File: config.mk
export PLATFORM = sky130hd
export DESIGN_NAME = pwm_timer_divisor_search
export DESIGN_NICKNAME = d
export VERILOG_FILES = /design/src/hdl/ptds_pkg.sv /design/src/hdl/ptds_div.sv /design/src/hdl/pwm_timer_divisor_search.sv
export SDC_FILE = /design/constraint.sdc
export NUM_CORES = 1
export LEC_CHECK = 0
export BUFFER_PORTS_ARGS = -buffer_cell sky130_fd_sc_hd__buf_2
export CORE_MARGIN = 2
export CORE_UTILIZATION = 50
export DETAILED_ROUTE_END_ITERATION = 7
export PLACE_DENSITY = 0.67
export SLEW_MARGIN = 20
export SYNTH_ARGS = -nofsm -noshare
export SYNTH_HDL_FRONTEND = slang
export SYNTH_SLANG_ARGS = --single-unit
File: constraint.sdc
create_clock -name clk -period 10.55 [get_ports clk]
set_input_delay 1.055 -clock clk [delete_from_list [all_inputs] [get_ports clk]]
set_output_delay 1.055 -clock clk [all_outputs]
set_load 0.01 [all_outputs]
File: src/hdl/ptds_pkg.sv
// ----------------------------------------------------------------------------
// ptds_pkg
// Shared widths, reset values and status codes of the PWM divisor search.
// ----------------------------------------------------------------------------
package ptds_pkg;

  localparam int FREQ_W   = 32;
  localparam int CLOCK_W  = 32;
  localparam int VALUE_W  = 16;
  localparam int STATUS_W = 2;
  // multiplier operand: holds 65537 and also prescaler plus one
  localparam int MULT_W   = 17;
  localparam int PROD_W   = FREQ_W + MULT_W;

  localparam logic [CLOCK_W-1:0]  CLOCK_RESET  = 32'd80000000;
  localparam logic [VALUE_W-1:0]  PERIOD_LIMIT = 16'hFFFF;
  // period limit plus two: the prescaler is clock / (this * frequency)
  localparam logic [MULT_W-1:0]   PSC_SPAN     = {1'b0, PERIOD_LIMIT} + MULT_W'(2);

  localparam logic [STATUS_W-1:0] STATUS_OK          = 2'd0;
  localparam logic [STATUS_W-1:0] STATUS_ZERO_FREQ   = 2'd1;
  localparam logic [STATUS_W-1:0] STATUS_ABOVE_CLOCK = 2'd2;

endpackage

File: src/hdl/ptds_div.sv
// ----------------------------------------------------------------------------
// ptds_div
// Bit-serial restoring divider: one quotient bit per cycle, quotient held
// in the dividend shift register once done.
// ----------------------------------------------------------------------------
module ptds_div #(
  parameter int DIVIDEND_W = ptds_pkg::CLOCK_W,
  parameter int DIVISOR_W  = ptds_pkg::PROD_W
) (
  input  logic                  clk,
  input  logic                  rst,
  input  logic                  start,
  input  logic [DIVIDEND_W-1:0] dividend,
  input  logic [DIVISOR_W-1:0]  divisor,
  output logic                  done,
  output logic [DIVIDEND_W-1:0] quotient
);

  localparam int CNT_W = (DIVIDEND_W > 1) ? $clog2(DIVIDEND_W) : 1;

  logic                  busy;
  logic [CNT_W-1:0]      cnt;
  logic [DIVISOR_W-1:0]  rem;
  logic [DIVIDEND_W-1:0] dq;
  logic [DIVISOR_W-1:0]  dvs;

  logic [DIVISOR_W:0]    trial;
  logic [DIVISOR_W+1:0]  diff;
  logic                  fits;
  logic [DIVISOR_W-1:0]  rem_next;
  logic                  last_bit;

  always_comb begin
    trial    = {rem, dq[DIVIDEND_W-1]};
    diff     = {1'b0, trial} - {2'b00, dvs};
    fits     = ~diff[DIVISOR_W+1];
    // remainder stays below the divisor, so it fits the narrower register
    rem_next = fits ? diff[DIVISOR_W-1:0] : trial[DIVISOR_W-1:0];
  end

  assign last_bit = busy && (cnt == CNT_W'(DIVIDEND_W - 1));
  assign quotient = dq;

  // done pulses once the last quotient bit has been shifted in
  always_ff @(posedge clk) begin
    if (rst) begin
      busy <= 1'b0;
      cnt  <= '0;
      done <= 1'b0;
    end else if (start) begin
      busy <= 1'b1;
      cnt  <= '0;
      done <= 1'b0;
    end else if (busy) begin
      cnt <= cnt + CNT_W'(1);
      if (last_bit) begin
        busy <= 1'b0;
        done <= 1'b1;
      end
    end else begin
      done <= 1'b0;
    end
  end

  always_ff @(posedge clk) begin
    if (start) begin
      rem <= '0;
      dq  <= dividend;
      dvs <= divisor;
    end else if (busy) begin
      rem <= rem_next;
      dq  <= {dq[DIVIDEND_W-2:0], fits};
    end
  end

endmodule

File: src/hdl/pwm_timer_divisor_search.sv
// ----------------------------------------------------------------------------
// pwm_timer_divisor_search
// Timer prescaler and auto-reload period for a requested PWM frequency.
// ----------------------------------------------------------------------------
// sequence: for a valid frequency, two shift-add multiplies and two bit-serial
//   divides on one shared divider, with a setup step between the passes and a
//   registered output; a zero or too-high frequency goes straight to the
//   output step
// requests: one request at a time, next request taken once the result is
//   registered, even while that result still waits at the output
// reset: synchronous, clears control state and loads the clock register with
//   80 MHz
module pwm_timer_divisor_search (
  input  logic                           clk,
  input  logic                           rst,
  input  logic                           in_valid,
  output logic                           in_stall,
  input  logic [ptds_pkg::FREQ_W-1:0]    target_frequency,
  output logic                           out_valid,
  input  logic                           out_stall,
  output logic [ptds_pkg::VALUE_W-1:0]   prescaler_value,
  output logic [ptds_pkg::VALUE_W-1:0]   period_value,
  output logic [ptds_pkg::STATUS_W-1:0]  status_code,
  input  logic                           cfg_valid,
  output logic                           cfg_ready,
  input  logic [ptds_pkg::CLOCK_W-1:0]   cfg_data
);

  localparam int MCNT_W = $clog2(ptds_pkg::MULT_W);

  typedef enum logic [5:0] {
    ST_IDLE     = 6'b000001,
    ST_MUL      = 6'b000010,
    ST_DIV_GO   = 6'b000100,
    ST_DIV_WAIT = 6'b001000,
    ST_SETUP    = 6'b010000,
    ST_FINISH   = 6'b100000
  } state_t;

  state_t                          state;
  logic                            second_pass;
  logic [ptds_pkg::CLOCK_W-1:0]    timer_clock;
  logic [ptds_pkg::FREQ_W-1:0]     freq;
  logic [ptds_pkg::PROD_W-1:0]     mcand;
  logic [ptds_pkg::MULT_W-1:0]     mplier;
  logic [ptds_pkg::PROD_W-1:0]     acc;
  logic [MCNT_W-1:0]               mcnt;
  logic [ptds_pkg::VALUE_W-1:0]    psc;
  logic [ptds_pkg::VALUE_W-1:0]    per;
  logic [ptds_pkg::STATUS_W-1:0]   status;

  logic                            in_accept;
  logic                            out_free;
  logic                            div_start;
  logic                            div_done;
  logic [ptds_pkg::CLOCK_W-1:0]    div_quotient;

  assign in_stall  = (state != ST_IDLE);
  assign in_accept = in_valid && !in_stall;
  assign out_free  = !out_valid || !out_stall;
  assign cfg_ready = 1'b1;
  assign div_start = (state == ST_DIV_GO);

  ptds_div #(
    .DIVIDEND_W (ptds_pkg::CLOCK_W),
    .DIVISOR_W  (ptds_pkg::PROD_W)
  ) u_div (
    .clk      (clk),
    .rst      (rst),
    .start    (div_start),
    .dividend (timer_clock),
    .divisor  (acc),
    .done     (div_done),
    .quotient (div_quotient)
  );

  always_ff @(posedge clk) begin
    if (rst) begin
      timer_clock <= ptds_pkg::CLOCK_RESET;
    end else if (cfg_valid && cfg_ready) begin
      timer_clock <= cfg_data;
    end
  end

  always_ff @(posedge clk) begin
    if (rst) begin
      state       <= ST_IDLE;
      second_pass <= 1'b0;
    end else begin
      unique case (state)
        ST_IDLE: begin
          if (in_accept) begin
            second_pass <= 1'b0;
            if (target_frequency == '0 || target_frequency > timer_clock) begin
              state <= ST_FINISH;
            end else begin
              state <= ST_MUL;
            end
          end
        end
        ST_MUL: begin
          if (mcnt == MCNT_W'(ptds_pkg::MULT_W - 1)) begin
            state <= ST_DIV_GO;
          end
        end
        ST_DIV_GO: begin
          state <= ST_DIV_WAIT;
        end
        ST_DIV_WAIT: begin
          if (div_done) begin
            state <= second_pass ? ST_FINISH : ST_SETUP;
          end
        end
        ST_SETUP: begin
          second_pass <= 1'b1;
          state       <= ST_MUL;
        end
        ST_FINISH: begin
          if (out_free) begin
            state <= ST_IDLE;
          end
        end
        default: begin
          state <= ST_IDLE;
        end
      endcase
    end
  end

  // datapath: shift-add multiplier and result registers
  always_ff @(posedge clk) begin
    case (state)
      ST_IDLE: begin
        freq   <= target_frequency;
        mcand  <= ptds_pkg::PROD_W'(target_frequency);
        mplier <= ptds_pkg::PSC_SPAN;
        acc    <= '0;
        mcnt   <= '0;
        psc    <= '0;
        per    <= '0;
        if (target_frequency == '0) begin
          status <= ptds_pkg::STATUS_ZERO_FREQ;
        end else if (target_frequency > timer_clock) begin
          status <= ptds_pkg::STATUS_ABOVE_CLOCK;
        end else begin
          status <= ptds_pkg::STATUS_OK;
        end
      end
      ST_MUL: begin
        if (mplier[0]) begin
          acc <= acc + mcand;
        end
        mcand  <= {mcand[ptds_pkg::PROD_W-2:0], 1'b0};
        mplier <= {1'b0, mplier[ptds_pkg::MULT_W-1:1]};
        mcnt   <= mcnt + MCNT_W'(1);
      end
      ST_DIV_WAIT: begin
        // quotient of 65536 truncates to zero and wraps to the full period
        if (div_done && second_pass) begin
          per <= div_quotient[ptds_pkg::VALUE_W-1:0] - ptds_pkg::VALUE_W'(1);
        end
      end
      ST_SETUP: begin
        psc    <= div_quotient[ptds_pkg::VALUE_W-1:0];
        mplier <= {1'b0, div_quotient[ptds_pkg::VALUE_W-1:0]} + ptds_pkg::MULT_W'(1);
        mcand  <= ptds_pkg::PROD_W'(freq);
        acc    <= '0;
        mcnt   <= '0;
      end
      default: begin
      end
    endcase
  end

  always_ff @(posedge clk) begin
    if (rst) begin
      out_valid <= 1'b0;
    end else if (state == ST_FINISH && out_free) begin
      out_valid <= 1'b1;
    end else if (!out_stall) begin
      out_valid <= 1'b0;
    end
  end

  always_ff @(posedge clk) begin
    if (state == ST_FINISH && out_free) begin
      prescaler_value <= psc;
      period_value    <= per;
      status_code     <= status;
    end
  end

endmodule

==> flow_summary.toml <==
[outcome]
outcome = "finished, final reports clean"

[worst_setup_path]
reg2reg_setup_slack_ns = 6.29
critical_path.max_stage_delay_ns = 0.51
critical-path-top-delay-family = "compound AO/OA/AOI/OAI gates"
crit_slowest_cell = "sky130_fd_sc_hd__a2111oi_1"
worstSetupPathType = "flop to flop"
cp-end-kind = "flop"
data_arrival_time_at_the_worst_slack_endpoint_ns = 4.74
worst_r2r_startpoint = "u_div.quotient[31]"
critical_path_cell_count = 14
worst-r2r-cell-count = 14
worst_r2r_endpoint = "u_div.rem[43]"
critical_path.max_fanout = 21
startpoint_type = "flop"
cp_data_required_time_ns = 11.03
worstPathBufferInverterCount = 2
crit_chain = "inv_1, ha_1, fa_1, nor2b_1, o2111ai_1, a2111oi_1, o21ai_0, o21ai_1, o211ai_1, o21ai_4, buf_4, and2_0, nand3_1, a21oi_1"

[route]
avgViaCountPerCell = 5.75
route.vias.total = 16200
detail_route.iter0.violations = 1228
post-route-drc-count = 0
drt_pre_antenna_iters = 5
detail_route.wl_per_cell_um = 18.3
drt.antenna.violating_nets = 0
wirelength_um = 51600

[final_layout]
drive_gt1_frac = 0.0954
layout.area.seq_um2 = 11000
design.final.nets = 2403
nFillCells = 3752
antennaDiodeCount = 0
area_used_by_multi_input_combinational_logic_um2 = 9860
post-route-cell-area_um2 = 24000
post_layout_instance_count_excluding_filler_cells = 2817
areaGrowthSynthToFinish_pct = 10.9

[clocking]
worstSkewPairLatency_ns = 0.58
cts_tree = "built"
cts_setup_buffers = 0
holdBufCountCts = 0
cts_h_tree_lvls = 2
clock_tree.root_cell = "sky130_fd_sc_hd__clkbuf_16"
clk_pin_slew_ns = 0.06
clock-sinks = 397
cts_inserted_buffers = 43
max-clock-path-buffers = 3
ctsResizeCount = 0

[yosys]
synth.cell_area_um2 = 21700
synth-async-reset-ratio = 0
synth_top_family_by_area = "compound AO/OA/AOI/OAI gates"
synth_area_per_cell_um2 = 10.1
synth.distinct_cells = 73
synth_compound_area_frac = 0.170
synthFlopType = "sky130_fd_sc_hd__edfxtp_1"
synth_edf_count = 301
area_share_of_the_leading_cell_type_in_the_synthesized_netlist = 0.417
synth.net_count = 2348
synthAdderAreaFrac = 0.0799
yosys.cell_count.top_type = "sky130_fd_sc_hd__edfxtp_1"
synth_seq_area_share = 0.506
yosys.area_share.simple = 0.144
muxShareOfSynthArea = 0.0171
synth_top_cell_by_area = "sky130_fd_sc_hd__edfxtp_1"
instance_count_of_the_mapped_netlist = 2142
number_of_synthesized_register_bits = 397
synth_xor_area_frac = 0.0433
synth.top_cells.by_area = "sky130_fd_sc_hd__edfxtp_1 42%, sky130_fd_sc_hd__dfxtp_1 8.9%, sky130_fd_sc_hd__ha_1 7.8%, sky130_fd_sc_hd__nand2_1 3.8%, sky130_fd_sc_hd__a21oi_1 3.7%"
ys.warnings.count = 0
synth.top_cells.by_count = "301 x sky130_fd_sc_hd__edfxtp_1, 219 x sky130_fd_sc_hd__nand2_1, 188 x sky130_fd_sc_hd__nor2_1"

[sta]
final_hold_viol_count = 0
slew_at_the_pin_closest_to_its_max_slew_limit_ns = 1.09
max_clock_freq_mhz = 234
rsz0062_at_grt = "false"
slew_headroom = 0.273
fin_crit_sh = 0.404
total_negative_slack_ns = 0
finalCriticalPeriod_ns = 4.26
timing.clock.skew_ns = 0.0236
final-max-slew-violation-count = 0
final-setup-viol-count = 0

[power]
pwr_density_cell_nw_per_um2 = 283
leakage_power_nw = 9.85
vdd_ir_drop_max_mv = 0.128
total_power_mw = 6.80

[placed_design]
hpwlAfterDp_um = 37100
placed_cells = 2736
place.gp.congestion = 0.937
dpl_cell_area_um2 = 22600
buffer_ports.inserted = 104

[grt]
grt_max_degree = 106
first_pass_grt_wire_length_um = 82600
grt_util_all_layers = 0.231
grt_antenna_before_repair = 0
first_global_vias = 15581
global_route.overflow_total = 0

[die]
placeableCoreArea_um2 = 42900
io_pins = 106
floorplan_die_height_um = 212
initial_utilization = 0.505
floorplan_die_area_um2 = 45000
row_count = 76
dieWidth_um = 212

[min_path]
worst_hold_startpoint = "psc[0]"
worstHoldPathType = "flop to flop"
min_delay_worst_endpoint = "prescaler_value[0]"
holdPathStages = 0

[flow_run]
maxCapViolations = 0
kinds of logic (layout without fill, tap and decap cells):
| group | after synthesis | in the layout |
|---|---|---|
| XOR/XNOR | 107 | 107 |
| flip-flops | 397 | 397 |
| other | 1 | 1 |
| adder cells (fa/ha/maj) | 137 | 137 |
| AO/OA/AOI/OAI | 571 | 571 |
| buffers and inverters | 228 | 318 |
| AND/OR/NAND/NOR | 664 | 664 |
| multiplexers | 37 | 37 |
layout make-up:
cell class                      instances  area share
Sequential cell                       397       0.456
Multi-Input combinational cell       1517       0.411
Clock buffer                           57      0.0478
Tap cell                              585      0.0305
Timing Repair Buffer                  118      0.0269
Inverter                              120      0.0188
Clock inverter                         23     0.00896
registers in the layout, indices dropped and copies added (netlist names), 2 cells and up:
| name | flops |
|---|---|
| mplier | 17 |
| status_code | 2 |
| u_div.dvs | 49 |
| u_div.quotient | 32 |
| u_div.rem | 49 |
| u_div.cnt | 5 |
| psc | 16 |
| acc | 49 |
| state | 6 |
| mcnt | 5 |
| freq | 32 |
| timer_clock | 32 |
| mcand | 49 |
| period_value | 16 |
| per | 16 |
| prescaler_value | 16 |
| status | 2 |
routing by layer:
metal,wire length [um],GRT usage
met2,23900,0.373
met1,23900,0.326
met5,0,0
met4,1040,0.0644
met3,2690,0.0337
worst max-delay path by stage:
stage | from | end | slack, ns
6_report | u_div.quotient[31] | u_div.rem[43] | 6.29
5_1_grt | u_div.quotient[31] | u_div.rem[46] | 5.89
4_1_cts | u_div.quotient[31] | u_div.rem[43] | 6.35
3_5_place_dp | u_div.quotient[31] | u_div.rem[43] | 6.40
3_3_place_gp | u_div.quotient[31] | u_div.rem[43] | 6.49
2_1_floorplan | state[5] | acc[0] | 5.82
power by group:
part	internal (mW)	leakage (nW)	switching [mW]
clock network	0.825	0.660	0.635
registers	2.26	3.76	0.275
logic	1.09	5.43	1.72
per-stage QoR:
stage | worst slack [ns] | hold slack (ns) | util
3_5_place_dp | 6.40 | 0.405 | 0.528
5_1_grt | 5.89 | 0.422 | 0.560
3_3_place_gp | 6.49 | 0.404 | 0.528
4_1_cts | 6.35 | 0.419 | 0.559
6_report | 6.29 | 0.418 | 0.560
2_1_floorplan | 5.82 | 0.400 | -
cells in the final DEF (no fill, tap or decap), types with 14 or more instances in the layout:
| master | count |
|---|---|
| sky130_fd_sc_hd__a211oi_1 | 36 |
| sky130_fd_sc_hd__a21o_1 | 69 |
| sky130_fd_sc_hd__a21oi_1 | 157 |
| sky130_fd_sc_hd__a22o_1 | 16 |
| sky130_fd_sc_hd__a22oi_1 | 32 |
| sky130_fd_sc_hd__a31oi_1 | 26 |
| sky130_fd_sc_hd__and2_1 | 43 |
| sky130_fd_sc_hd__buf_2 | 104 |
| sky130_fd_sc_hd__clkbuf_16 | 43 |
| sky130_fd_sc_hd__dfxtp_1 | 95 |
| sky130_fd_sc_hd__edfxtp_1 | 301 |
| sky130_fd_sc_hd__ha_1 | 135 |
| sky130_fd_sc_hd__inv_1 | 117 |
| sky130_fd_sc_hd__mux2i_1 | 37 |
| sky130_fd_sc_hd__nand2_1 | 218 |
| sky130_fd_sc_hd__nand2b_1 | 18 |
| sky130_fd_sc_hd__nand3_1 | 31 |
| sky130_fd_sc_hd__nand4_1 | 34 |
| sky130_fd_sc_hd__nor2_1 | 187 |
| sky130_fd_sc_hd__nor2b_1 | 16 |
| sky130_fd_sc_hd__nor3_1 | 34 |
| sky130_fd_sc_hd__nor4_1 | 14 |
| sky130_fd_sc_hd__o211ai_1 | 26 |
| sky130_fd_sc_hd__o21a_1 | 15 |
| sky130_fd_sc_hd__o21ai_0 | 116 |
| sky130_fd_sc_hd__o21bai_1 | 21 |
| sky130_fd_sc_hd__xnor2_1 | 58 |
| sky130_fd_sc_hd__xor2_1 | 49 |
No activity file was read; power rests on OpenSTA's default activity.
